## config.mk

```make
export PLATFORM = sky130hd
export DESIGN_NAME = cooked_mode_line_discipline_core
export DESIGN_NICKNAME = d
export VERILOG_FILES = /design/src/rtl/cmld_pkg.sv /design/src/rtl/cmld_ram.sv /design/src/rtl/cmld_front.sv /design/src/rtl/cmld_back.sv /design/src/rtl/cooked_mode_line_discipline_core.sv
export SDC_FILE = /design/constraint.sdc
export NUM_CORES = 2
export LEC_CHECK = 0
export CAP_MARGIN = 20
export CORE_MARGIN = 1
export CORE_UTILIZATION = 68
export DETAILED_ROUTE_END_ITERATION = 10
export DONT_BUFFER_PORTS = 1
export PLACE_DENSITY_LB_ADDON = 0.15
export SETUP_SLACK_MARGIN = 0.15
export SLEW_MARGIN = 10
export SYNTH_ARGS = -nofsm -noshare
export SYNTH_HDL_FRONTEND = slang
export SYNTH_MEMORY_MAX_BITS = 65536
export SYNTH_SLANG_ARGS = --single-unit
```

## constraint.sdc

```tcl
create_clock -name clock -period 12.2 [get_ports clock]
set_input_delay 1.22 -clock clock [delete_from_list [all_inputs] [get_ports clock]]
set_output_delay 1.22 -clock clock [all_outputs]
set_load 0.1 [all_outputs]
```

## src/rtl/cmld_pkg.sv

```systemverilog
`timescale 1ns / 1ps
`default_nettype none

package cmld_pkg;

   localparam int RING_DEPTH  = 256;
   localparam int LINE_DEPTH  = 256;
   localparam int RING_AW     = $clog2(RING_DEPTH);
   localparam int RING_CW     = $clog2(RING_DEPTH + 1);
   localparam int LINE_AW     = $clog2(LINE_DEPTH);
   localparam int LINE_CW     = $clog2(LINE_DEPTH + 1);
   localparam int QUEUE_DEPTH = 4;
   localparam int QUEUE_AW    = $clog2(QUEUE_DEPTH);
   localparam int QUEUE_CW    = $clog2(QUEUE_DEPTH + 1);

   // request codes
   localparam logic [1:0] REQ_PUSH   = 2'd0;
   localparam logic [1:0] REQ_READ   = 2'd1;
   localparam logic [1:0] REQ_QUERY  = 2'd2;

   // result kinds
   localparam logic [2:0] KIND_DATA   = 3'd0;
   localparam logic [2:0] KIND_NODATA = 3'd1;
   localparam logic [2:0] KIND_EOF    = 3'd2;
   localparam logic [2:0] KIND_ECHO   = 3'd3;
   localparam logic [2:0] KIND_AVAIL  = 3'd4;

   // register indexes
   localparam logic CSR_RAW_MODE    = 1'b0;
   localparam logic CSR_ECHO_ENABLE = 1'b1;

   // pending signal codes
   localparam logic [1:0] SIG_NONE    = 2'd0;
   localparam logic [1:0] SIG_INT     = 2'd1;
   localparam logic [1:0] SIG_SUSPEND = 2'd2;

   // character codes
   localparam logic [7:0] CH_EOT   = 8'd4;
   localparam logic [7:0] CH_ETX   = 8'd3;
   localparam logic [7:0] CH_BS    = 8'd8;
   localparam logic [7:0] CH_LF    = 8'd10;
   localparam logic [7:0] CH_CR    = 8'd13;
   localparam logic [7:0] CH_SUB   = 8'd26;
   localparam logic [7:0] CH_ESC   = 8'd27;
   localparam logic [7:0] CH_SPACE = 8'd32;
   localparam logic [7:0] CH_DEL   = 8'd127;

   typedef struct packed {
      logic [1:0] req_type;
      logic [7:0] in_byte;
   } req_payload_type;

   typedef struct packed {
      logic [2:0] kind;
      logic [7:0] out_byte;
      logic       last;
   } rsp_payload_type;

   typedef struct packed {
      logic raw_mode;
      logic echo_enable;
   } csr_regs_type;

   typedef enum logic [2:0] {
      OP_PUSH,
      OP_INTR,
      OP_SUSPEND,
      OP_READ,
      OP_QUERY
   } op_type;

   typedef struct packed {
      op_type     op;
      logic [7:0] data;
      logic       term;
   } cmd_type;

   function automatic logic is_term(input logic [7:0] b);
      return (b == CH_LF) || (b == CH_CR) || (b == CH_EOT);
   endfunction

endpackage

`default_nettype wire

```

## src/rtl/cmld_ram.sv

```systemverilog
`timescale 1ns / 1ps
`default_nettype none

module cmld_ram #(
   parameter int WIDTH = 8,
   parameter int DEPTH = 256
) (
   input  wire logic                     clock,
   input  wire logic                     wr_en,
   input  wire logic [$clog2(DEPTH)-1:0] wr_addr,
   input  wire logic [WIDTH-1:0]         wr_data,
   input  wire logic                     rd_en,
   input  wire logic [$clog2(DEPTH)-1:0] rd_addr,
   output logic      [WIDTH-1:0]         rd_data
);

   logic [WIDTH-1:0] mem_ff [DEPTH];
   logic [WIDTH-1:0] rd_data_ff;

   always_ff @(posedge clock) begin
      if (wr_en) begin
         mem_ff[wr_addr] <= wr_data;
      end
      if (rd_en) begin
         rd_data_ff <= mem_ff[rd_addr];
      end
   end

   assign rd_data = rd_data_ff;

endmodule

`default_nettype wire

```

## src/rtl/cmld_front.sv

```systemverilog
`timescale 1ns / 1ps
`default_nettype none

module cmld_front
   import cmld_pkg::*;
(
   input  wire logic            clock,
   input  wire logic            reset,
   input  wire csr_regs_type    csr_regs,
   input  wire logic            req_valid,
   output logic                 req_ready,
   input  wire req_payload_type req_payload,
   output logic                 q_valid,
   input  wire logic            q_ready,
   output cmd_type              q_cmd
);

   cmd_type             queue_ff [QUEUE_DEPTH];
   logic [QUEUE_AW-1:0] wr_ptr_ff, wr_ptr_in;
   logic [QUEUE_AW-1:0] rd_ptr_ff, rd_ptr_in;
   logic [QUEUE_CW-1:0] cnt_ff, cnt_in;
   cmd_type             cmd;
   logic                enq;
   logic                deq;

   // classify: signal characters are caught here in cooked mode
   always_comb begin
      cmd.data = req_payload.in_byte;
      cmd.term = is_term(req_payload.in_byte);
      cmd.op   = OP_PUSH;
      case (req_payload.req_type)
         REQ_PUSH: begin
            if (!csr_regs.raw_mode && req_payload.in_byte == CH_ETX) begin
               cmd.op = OP_INTR;
            end else if (!csr_regs.raw_mode && req_payload.in_byte == CH_SUB) begin
               cmd.op = OP_SUSPEND;
            end else begin
               cmd.op = OP_PUSH;
            end
         end
         REQ_READ:  cmd.op = OP_READ;
         REQ_QUERY: cmd.op = OP_QUERY;
         default:   cmd.op = OP_PUSH;
      endcase
   end

   assign req_ready = (cnt_ff != QUEUE_CW'(QUEUE_DEPTH));
   // unused request code is taken and dropped
   assign enq = req_valid && req_ready
             && (req_payload.req_type == REQ_PUSH || req_payload.req_type == REQ_READ
                 || req_payload.req_type == REQ_QUERY);
   assign q_valid = (cnt_ff != '0);
   assign q_cmd   = queue_ff[rd_ptr_ff];
   assign deq     = q_valid && q_ready;

   always_comb begin
      wr_ptr_in = enq ? wr_ptr_ff + QUEUE_AW'(1) : wr_ptr_ff;
      rd_ptr_in = deq ? rd_ptr_ff + QUEUE_AW'(1) : rd_ptr_ff;
      cnt_in    = cnt_ff;
      if (enq && !deq) begin
         cnt_in = cnt_ff + QUEUE_CW'(1);
      end else if (!enq && deq) begin
         cnt_in = cnt_ff - QUEUE_CW'(1);
      end
   end

   always_ff @(posedge clock) begin
      if (enq) begin
         queue_ff[wr_ptr_ff] <= cmd;
      end
      if (reset) begin
         wr_ptr_ff <= '0;
         rd_ptr_ff <= '0;
         cnt_ff    <= '0;
      end else begin
         wr_ptr_ff <= wr_ptr_in;
         rd_ptr_ff <= rd_ptr_in;
         cnt_ff    <= cnt_in;
      end
   end

endmodule

`default_nettype wire

```

## src/rtl/cmld_back.sv

```systemverilog
`timescale 1ns / 1ps
`default_nettype none

module cmld_back
   import cmld_pkg::*;
(
   input  wire logic         clock,
   input  wire logic         reset,
   input  wire csr_regs_type csr_regs,
   input  wire logic         q_valid,
   output logic              q_ready,
   input  wire cmd_type      q_cmd,
   output logic              rsp_valid,
   input  wire logic         rsp_ready,
   output rsp_payload_type   rsp_payload
);

   typedef enum logic [2:0] {
      ST_IDLE,
      ST_RAW,
      ST_COOK,
      ST_ECHO,
      ST_LINE_RD,
      ST_LINE_OUT
   } state_type;

   typedef enum logic [1:0] {
      TAIL_NODATA,
      TAIL_EOF,
      TAIL_DELIVER
   } tail_type;

   function automatic logic [RING_AW-1:0] ring_wrap(input logic [RING_AW-1:0] p);
      logic [RING_CW-1:0] nxt;
      nxt = RING_CW'(p) + RING_CW'(1);
      if (nxt == RING_CW'(RING_DEPTH)) begin
         return '0;
      end
      return nxt[RING_AW-1:0];
   endfunction

   state_type       state_ff, state_in;
   logic [RING_AW-1:0] head_ff, head_in;
   logic [RING_AW-1:0] tail_ff, tail_in;
   logic [RING_CW-1:0] count_ff, count_in;
   logic [RING_CW-1:0] term_cnt_ff, term_cnt_in;
   logic [LINE_CW-1:0] len_ff, len_in;
   logic [LINE_CW-1:0] rpos_ff, rpos_in;
   logic               complete_ff, complete_in;
   logic [1:0]         pending_ff, pending_in;
   logic [23:0]        echo_bytes_ff, echo_bytes_in;
   logic [1:0]         echo_cnt_ff, echo_cnt_in;
   tail_type           tail_kind_ff, tail_kind_in;
   logic               rsp_valid_ff, rsp_valid_in;
   rsp_payload_type    rsp_payload_ff, rsp_payload_in;

   logic               ring_wr_en, ring_rd_en;
   logic [7:0]         ring_rd_data;
   logic               line_wr_en, line_rd_en;
   logic [LINE_AW-1:0] line_wr_addr;
   logic [7:0]         line_wr_data;
   logic [7:0]         line_rd_data;

   logic               can_emit;
   logic [LINE_CW-1:0] rpos_inc;
   logic               avail;
   logic               line_ready;

   cmld_ram #(.WIDTH(8), .DEPTH(RING_DEPTH)) u_ring_ram (
      .clock   (clock),
      .wr_en   (ring_wr_en),
      .wr_addr (tail_ff),
      .wr_data (q_cmd.data),
      .rd_en   (ring_rd_en),
      .rd_addr (head_ff),
      .rd_data (ring_rd_data)
   );

   cmld_ram #(.WIDTH(8), .DEPTH(LINE_DEPTH)) u_line_ram (
      .clock   (clock),
      .wr_en   (line_wr_en),
      .wr_addr (line_wr_addr),
      .wr_data (line_wr_data),
      .rd_en   (line_rd_en),
      .rd_addr (rpos_ff[LINE_AW-1:0]),
      .rd_data (line_rd_data)
   );

   assign can_emit   = !rsp_valid_ff || rsp_ready;
   assign rpos_inc   = rpos_ff + LINE_CW'(1);
   assign line_ready = complete_ff && (rpos_ff < len_ff);
   assign avail      = csr_regs.raw_mode ? (count_ff != '0)
                                         : (line_ready || term_cnt_ff != '0);

   always_comb begin
      state_in       = state_ff;
      head_in        = head_ff;
      tail_in        = tail_ff;
      count_in       = count_ff;
      term_cnt_in    = term_cnt_ff;
      len_in         = len_ff;
      rpos_in        = rpos_ff;
      complete_in    = complete_ff;
      pending_in     = pending_ff;
      echo_bytes_in  = echo_bytes_ff;
      echo_cnt_in    = echo_cnt_ff;
      tail_kind_in   = tail_kind_ff;
      rsp_valid_in   = rsp_valid_ff && !rsp_ready;
      rsp_payload_in = rsp_payload_ff;
      q_ready        = 1'b0;
      ring_wr_en     = 1'b0;
      ring_rd_en     = 1'b0;
      line_wr_en     = 1'b0;
      line_rd_en     = 1'b0;
      line_wr_addr   = len_ff[LINE_AW-1:0];
      line_wr_data   = ring_rd_data;

      case (state_ff)
         ST_IDLE: begin
            if (q_valid) begin
               case (q_cmd.op)
                  OP_PUSH: begin
                     q_ready = 1'b1;
                     if (count_ff != RING_CW'(RING_DEPTH)) begin
                        ring_wr_en = 1'b1;
                        tail_in    = ring_wrap(tail_ff);
                        count_in   = count_ff + RING_CW'(1);
                        if (q_cmd.term) begin
                           term_cnt_in = term_cnt_ff + RING_CW'(1);
                        end
                     end
                  end
                  OP_INTR: begin
                     q_ready    = 1'b1;
                     pending_in = SIG_INT;
                  end
                  OP_SUSPEND: begin
                     q_ready    = 1'b1;
                     pending_in = SIG_SUSPEND;
                  end
                  OP_QUERY: begin
                     if (can_emit) begin
                        q_ready        = 1'b1;
                        rsp_valid_in   = 1'b1;
                        rsp_payload_in = '{kind: KIND_AVAIL, out_byte: {7'd0, avail},
                                           last: 1'b1};
                     end
                  end
                  OP_READ: begin
                     if (pending_ff == SIG_INT || pending_ff == SIG_SUSPEND) begin
                        if (can_emit) begin
                           q_ready        = 1'b1;
                           pending_in     = SIG_NONE;
                           rsp_valid_in   = 1'b1;
                           rsp_payload_in = '{kind: KIND_DATA,
                                              out_byte: (pending_ff == SIG_INT) ? CH_ETX
                                                                                : CH_SUB,
                                              last: 1'b1};
                        end
                     end else begin
                        pending_in = SIG_NONE;
                        if (!csr_regs.raw_mode && line_ready) begin
                           q_ready    = 1'b1;
                           line_rd_en = 1'b1;
                           rpos_in    = rpos_inc;
                           if (rpos_inc >= len_ff) begin
                              len_in      = '0;
                              rpos_in     = '0;
                              complete_in = 1'b0;
                           end
                           state_in = ST_LINE_OUT;
                        end else begin
                           // a drained line is dropped before editing resumes
                           if (!csr_regs.raw_mode && complete_ff) begin
                              len_in      = '0;
                              rpos_in     = '0;
                              complete_in = 1'b0;
                           end
                           if (count_ff == '0) begin
                              if (can_emit) begin
                                 q_ready        = 1'b1;
                                 rsp_valid_in   = 1'b1;
                                 rsp_payload_in = '{kind: KIND_NODATA, out_byte: 8'd0,
                                                    last: 1'b1};
                              end
                           end else begin
                              q_ready    = 1'b1;
                              ring_rd_en = 1'b1;
                              head_in    = ring_wrap(head_ff);
                              count_in   = count_ff - RING_CW'(1);
                              state_in   = csr_regs.raw_mode ? ST_RAW : ST_COOK;
                           end
                        end
                     end
                  end
                  default: q_ready = 1'b1;
               endcase
            end
         end

         ST_RAW: begin
            if (can_emit) begin
               if (is_term(ring_rd_data) && term_cnt_ff != '0) begin
                  term_cnt_in = term_cnt_ff - RING_CW'(1);
               end
               rsp_valid_in   = 1'b1;
               rsp_payload_in = '{kind: KIND_DATA, out_byte: ring_rd_data, last: 1'b1};
               state_in       = ST_IDLE;
            end
         end

         ST_COOK: begin
            if (is_term(ring_rd_data) && term_cnt_ff != '0) begin
               term_cnt_in = term_cnt_ff - RING_CW'(1);
            end
            echo_cnt_in  = 2'd0;
            tail_kind_in = TAIL_NODATA;
            if (ring_rd_data == CH_BS || ring_rd_data == CH_DEL) begin
               if (len_ff != '0) begin
                  len_in = len_ff - LINE_CW'(1);
                  if (csr_regs.echo_enable) begin
                     echo_bytes_in = {CH_BS, CH_SPACE, CH_BS};
                     echo_cnt_in   = 2'd3;
                  end
               end
            end else if (ring_rd_data == CH_LF || ring_rd_data == CH_CR) begin
               if (len_ff < LINE_CW'(LINE_DEPTH)) begin
                  line_wr_en = 1'b1;
                  len_in     = len_ff + LINE_CW'(1);
               end
               if (csr_regs.echo_enable) begin
                  echo_bytes_in = {CH_CR, CH_LF, 8'd0};
                  echo_cnt_in   = 2'd2;
               end
               complete_in  = 1'b1;
               rpos_in      = '0;
               tail_kind_in = TAIL_DELIVER;
            end else if (ring_rd_data == CH_EOT) begin
               if (len_ff == '0) begin
                  tail_kind_in = TAIL_EOF;
               end else begin
                  complete_in  = 1'b1;
                  rpos_in      = '0;
                  tail_kind_in = TAIL_DELIVER;
               end
            end else if (ring_rd_data == CH_ESC) begin
               tail_kind_in = TAIL_NODATA;
            end else begin
               if (len_ff < LINE_CW'(LINE_DEPTH)) begin
                  line_wr_en = 1'b1;
                  len_in     = len_ff + LINE_CW'(1);
                  if (csr_regs.echo_enable) begin
                     echo_bytes_in = {ring_rd_data, 16'd0};
                     echo_cnt_in   = 2'd1;
                  end
               end
            end
            state_in = ST_ECHO;
         end

         ST_ECHO: begin
            if (echo_cnt_ff != 2'd0) begin
               if (can_emit) begin
                  rsp_valid_in   = 1'b1;
                  rsp_payload_in = '{kind: KIND_ECHO, out_byte: echo_bytes_ff[23:16],
                                     last: 1'b0};
                  echo_bytes_in  = {echo_bytes_ff[15:0], 8'd0};
                  echo_cnt_in    = echo_cnt_ff - 2'd1;
               end
            end else begin
               case (tail_kind_ff)
                  TAIL_DELIVER: state_in = ST_LINE_RD;
                  TAIL_EOF: begin
                     if (can_emit) begin
                        rsp_valid_in   = 1'b1;
                        rsp_payload_in = '{kind: KIND_EOF, out_byte: 8'd0, last: 1'b1};
                        state_in       = ST_IDLE;
                     end
                  end
                  default: begin
                     if (can_emit) begin
                        rsp_valid_in   = 1'b1;
                        rsp_payload_in = '{kind: KIND_NODATA, out_byte: 8'd0, last: 1'b1};
                        state_in       = ST_IDLE;
                     end
                  end
               endcase
            end
         end

         ST_LINE_RD: begin
            line_rd_en = 1'b1;
            rpos_in    = rpos_inc;
            if (rpos_inc >= len_ff) begin
               len_in      = '0;
               rpos_in     = '0;
               complete_in = 1'b0;
            end
            state_in = ST_LINE_OUT;
         end

         ST_LINE_OUT: begin
            if (can_emit) begin
               rsp_valid_in   = 1'b1;
               rsp_payload_in = '{kind: KIND_DATA, out_byte: line_rd_data, last: 1'b1};
               state_in       = ST_IDLE;
            end
         end

         default: state_in = ST_IDLE;
      endcase
   end

   always_ff @(posedge clock) begin
      rsp_payload_ff <= rsp_payload_in;
      echo_bytes_ff  <= echo_bytes_in;
      if (reset) begin
         state_ff     <= ST_IDLE;
         head_ff      <= '0;
         tail_ff      <= '0;
         count_ff     <= '0;
         term_cnt_ff  <= '0;
         len_ff       <= '0;
         rpos_ff      <= '0;
         complete_ff  <= 1'b0;
         pending_ff   <= SIG_NONE;
         echo_cnt_ff  <= 2'd0;
         tail_kind_ff <= TAIL_NODATA;
         rsp_valid_ff <= 1'b0;
      end else begin
         state_ff     <= state_in;
         head_ff      <= head_in;
         tail_ff      <= tail_in;
         count_ff     <= count_in;
         term_cnt_ff  <= term_cnt_in;
         len_ff       <= len_in;
         rpos_ff      <= rpos_in;
         complete_ff  <= complete_in;
         pending_ff   <= pending_in;
         echo_cnt_ff  <= echo_cnt_in;
         tail_kind_ff <= tail_kind_in;
         rsp_valid_ff <= rsp_valid_in;
      end
   end

   assign rsp_valid   = rsp_valid_ff;
   assign rsp_payload = rsp_payload_ff;

endmodule

`default_nettype wire

```

## src/rtl/cooked_mode_line_discipline_core.sv

```systemverilog
`timescale 1ns / 1ps
`default_nettype none

// channel   ports                                       direction
// req       req_valid req_ready req_payload             in:  push, read, query
// rsp       rsp_valid rsp_ready rsp_payload             out: data, echo, status
// csr       csr_valid csr_ready csr_index csr_wdata     in:  raw_mode, echo_enable
//
// requests enter a 4-deep command queue at one per cycle while it has room.
// the executor takes a push or signal without a result; unused codes are dropped.
// a query, signal read or empty-ring read answers from state; a raw read uses the
// ring ram; a cooked read: ring ram read, edit, up to 3 echoes, line ram read.
// synchronous reset empties ring, line and queue; no clearing pass is needed.
// a stalled rsp holds the executor; the queue keeps taking requests meanwhile.

module cooked_mode_line_discipline_core
   import cmld_pkg::*;
(
   input  wire logic            clock,
   input  wire logic            reset,
   input  wire logic            req_valid,
   output logic                 req_ready,
   input  wire req_payload_type req_payload,
   output logic                 rsp_valid,
   input  wire logic            rsp_ready,
   output rsp_payload_type      rsp_payload,
   input  wire logic            csr_valid,
   output logic                 csr_ready,
   input  wire logic            csr_index,
   input  wire logic            csr_wdata
);

   logic         raw_mode_ff;
   logic         echo_enable_ff;
   csr_regs_type csr_regs;
   logic         q_valid;
   logic         q_ready;
   cmd_type      q_cmd;

   assign csr_ready = 1'b1;

   always_ff @(posedge clock) begin
      if (reset) begin
         raw_mode_ff    <= 1'b0;
         echo_enable_ff <= 1'b1;
      end else if (csr_valid && csr_ready) begin
         case (csr_index)
            CSR_RAW_MODE:    raw_mode_ff    <= csr_wdata;
            CSR_ECHO_ENABLE: echo_enable_ff <= csr_wdata;
            default: ;
         endcase
      end
   end

   assign csr_regs = '{raw_mode: raw_mode_ff, echo_enable: echo_enable_ff};

   cmld_front u_front (
      .clock       (clock),
      .reset       (reset),
      .csr_regs    (csr_regs),
      .req_valid   (req_valid),
      .req_ready   (req_ready),
      .req_payload (req_payload),
      .q_valid     (q_valid),
      .q_ready     (q_ready),
      .q_cmd       (q_cmd)
   );

   cmld_back u_back (
      .clock       (clock),
      .reset       (reset),
      .csr_regs    (csr_regs),
      .q_valid     (q_valid),
      .q_ready     (q_ready),
      .q_cmd       (q_cmd),
      .rsp_valid   (rsp_valid),
      .rsp_ready   (rsp_ready),
      .rsp_payload (rsp_payload)
   );

endmodule

`default_nettype wire

```

==> results.sh <==
export IMPL_hold_viol_final=0
export IMPL_tritoncts="yes"
export IMPL_fin_worst_skew_ns=0.05485
export IMPL_layout_drive_gt1_share_pct=19.04
export IMPL_cp_max_stage_cell="sky130_fd_sc_hd__buf_4"
export IMPL_synthCells=8514
export IMPL_asyncSetResetFlopFracSynth_pct=0
export IMPL_grt_first_pass_wirelength_mm=621.5
export IMPL_postCtsResizedCells=0
export IMPL_required_ns=12.93
export IMPL_dr_total_vias=88600
export IMPL_wl_met3_mm=49.53
export IMPL_groute_usage_overall_pct=35.29
export IMPL_syn_num_nets=8587
export IMPL_first_global_vias=87410
export IMPL_drt_initial_drc_count=12940
export IMPL_hold_ws_ns=0.3258
export IMPL_area_growth_pct=9.950
export IMPL_die_x_um=498.1
export IMPL_routed_wl_met2_mm=206.6
export IMPL_cp_top_family="buffers and inverters"
export IMPL_tightestPinTransition_ns=1.261
export IMPL_timing_final_crit_share_pct=42.61
export IMPL_irDropWorstVdd_mv=0.1940
export IMPL_critPathArrivalTime_ns=5.93
export IMPL_min_period_ns=5.199
export IMPL_worstRegToRegCells=9
export IMPL_grt_antenna_before_repair=19
export IMPL_min_delay_path_depth=1
export IMPL_routedLengthMet1_mm=150.4
export IMPL_rsz0062_at_grt="false"
export IMPL_num_cts_buffers=416
export IMPL_fmax_mhz=192.4
export IMPL_ys_seq_elements=4257
export IMPL_hpwl_mm=249.5
export IMPL_globalplace_congestion=0.9297
export IMPL_cts_setup_buffers=0
export IMPL_timing_final_setup_violations=0
export IMPL_floorplan_core_area_mm2=0.2439
export IMPL_drtPass1Iterations=8
export IMPL_max_slew_margin_pct=15.64
export IMPL_min_path_type="input pin to flip-flop"
export IMPL_drt_antenna_violating_nets=0
export IMPL_numClockSinks=4257
export IMPL_place_ws_ns=7.039
export IMPL_synth_edf_count=4183
export IMPL_globalRoute_totalOverflow=0
export IMPL_clk_root_buffer_cell="sky130_fd_sc_hd__clkbuf_16"
export IMPL_vias_per_cell=7.297
export IMPL_synth_cell_area_mm2=0.1673
export IMPL_share_of_yosys_cell_area_claimed_by_the_top_area_cell_type_pct=75.06
export IMPL_grt_max_degree=222
export IMPL_cp_max_fo=100
export IMPL_rows=181
export IMPL_slowest_delay_ns=0.81
export IMPL_num_nets_final=8679
export IMPL_timing_max_cap_violations=0
export IMPL_synth_area_leaders="sky130_fd_sc_hd__edfxtp_1 (75%), sky130_fd_sc_hd__mux4_2 (11%), sky130_fd_sc_hd__mux2i_1 (2.8%)"
export IMPL_die_h_um=498.1
export IMPL_unique_cell_type_count_in_the_yosys_netlist=85
export IMPL_timing_critical_path_depth=9
export IMPL_start_kind="flip-flop"
export IMPL_yosysWarnings=0
export IMPL_fillers=12860
export IMPL_power_leakage_nw=54.98
export IMPL_post_synth_top_area_cell="sky130_fd_sc_hd__edfxtp_1"
export IMPL_setup_slack_ns=7.001
export IMPL_htree_depth=5
export IMPL_drt_wl_total_mm=434.9
export IMPL_status="finished, final reports clean"
export IMPL_pin_count=32
export IMPL_sum_neg_setup_slack_ns=0
export IMPL_synth_flop_type="sky130_fd_sc_hd__edfxtp_1"
export IMPL_top_signal_layer_used="met5"
export IMPL_largest_buffer_count_on_any_clock_path=4
export IMPL_count_of_buffering_cells_on_the_critical_path_with_inverters_included=2
export IMPL_timing_setup_critical_path_class="flip-flop to flip-flop"
export IMPL_floorplan_initialDensity_pct=68.61
export IMPL_holdBufCountCts=0
export IMPL_place_port_buffers=0
export IMPL_critical_path_endpoint_type="flip-flop"
export IMPL_die_area_mm2=0.2481
export IMPL_wl_cell_um=35.82
export IMPL_worstSkewPairLatency_ns=1.01
export IMPL_synth_area_per_cell_um2=19.66
export IMPL_route_detailed_drc=0
export IMPL_clk_pin_slew_worst_paths_ns=0.06
export IMPL_ys_seq_area_share_pct=75.95
export IMPL_finalMaxSlewViolations=0
export IMPL_power_density_mw_per_mm2=173.7
export IMPL_worstPathCellList="buf_12 > buf_4 > mux4_2 > a22o_1 > a221oi_1 > o22ai_1 > nor3_1 > a31oi_1 > mux2_2"
[power by group]
group / internal (mW) / switching (mW) / total [mW]
sequential: 17.2 / 0.159 / 17.3
clock: 7.08 / 5.35 / 12.4
combinational: 0.454 / 1.75 / 2.21
total: 24.7 / 7.26 / 32.0
[per-stage QoR]
stage               cell area, um2  cells  util (%)  total power [mW]
finish                      184000  12140     75.44             31.96
global route                184000  12130     75.43             32.60
CTS                         183800  12120     75.36             31.92
detailed placement          170800  11380     70.05             19.79
global placement            170800  11380     70.01             19.66
floorplan                   167300   8514         -             18.94
[cells in the final DEF, fill, tap and decap left out, drive strengths merged, types with 56 or more instances in the layout]
cell type,instances
clkinv,176
a221oi,96
mux2i,472
clkbuf,503
nand2,227
buf,190
nor3,56
mux4,841
edfxtp,4183
nand3,96
a22oi,214
dfxtp,74
a21oi,224
o21ai,99
nor2,657
[sequential cells by signal, summed over array words and instances (netlist names), 9 cells and up, named ones only]
register	flops
u_back.u_ring_ram.mem_ff	2048
u_back.term_cnt_ff	9
u_back.rsp_payload	12
u_back.rpos_ff	9
u_back.u_line_ram.mem_ff	2048
u_back.len_ff	9
u_back.count_ff	9
u_back.echo_bytes_ff	11
u_front.queue_ff	48
[cells by family after synthesis]
| kind of cell | share of synthesized area (%) |
|---|---|
| adder cells (fa/ha/maj) | 0.4366 |
| multiplexers | 14.36 |
| flip-flops | 75.95 |
| buffers and inverters | 1.498 |
| other | 0.002241 |
| XOR/XNOR | 0.2408 |
| AND/OR/NAND/NOR | 3.389 |
| AO/OA/AOI/OAI | 4.129 |
[cell usage after synthesis (all sizes together), types with 74 or more instances]
cell    count
a221oi     96
clkbuf    277
edfxtp   4183
a22oi     214
nand3      96
o21ai      99
a21oi     224
buf       239
dfxtp      74
mux4      841
mux2i     472
nor2      657
nand2     227
[routing by layer]
| metal | track usage [%] | up-vias |
|---|---|---|
| li1 | - | 35300 |
| met1 | 47.24 | 45470 |
| met2 | 54.41 | 6504 |
| met3 | 7.758 | 1300 |
| met4 | 20.53 | 24 |
| met5 | 0 | - |
[layout make-up]
cell class	instances	area, um2	area share, %
tap	3202	4006	2.177
antenna	12	30.03	0.01632
clock inverter	236	2087	1.134
multi-input combinational	3699	37940	20.62
timing repair buffer	190	1762	0.9575
inverter	42	157.7	0.08568
sequential	4257	127100	69.09
clock buffer	503	10890	5.916
[worst paths after layout]
check	end	slack, ns	start
setup reg to reg	u_back.u_line_ram.rd_data[0]	7.00	u_back.rpos_ff[0]
setup / recovery	u_back.u_line_ram.rd_data[0]	7.00	u_back.rpos_ff[0]
hold / removal	u_front.cnt_ff[2]	0.33	reset
hold reg to reg	u_back.pending_ff[1]	0.47	u_back.pending_ff[1]
(Power assumes the default switching activity.)
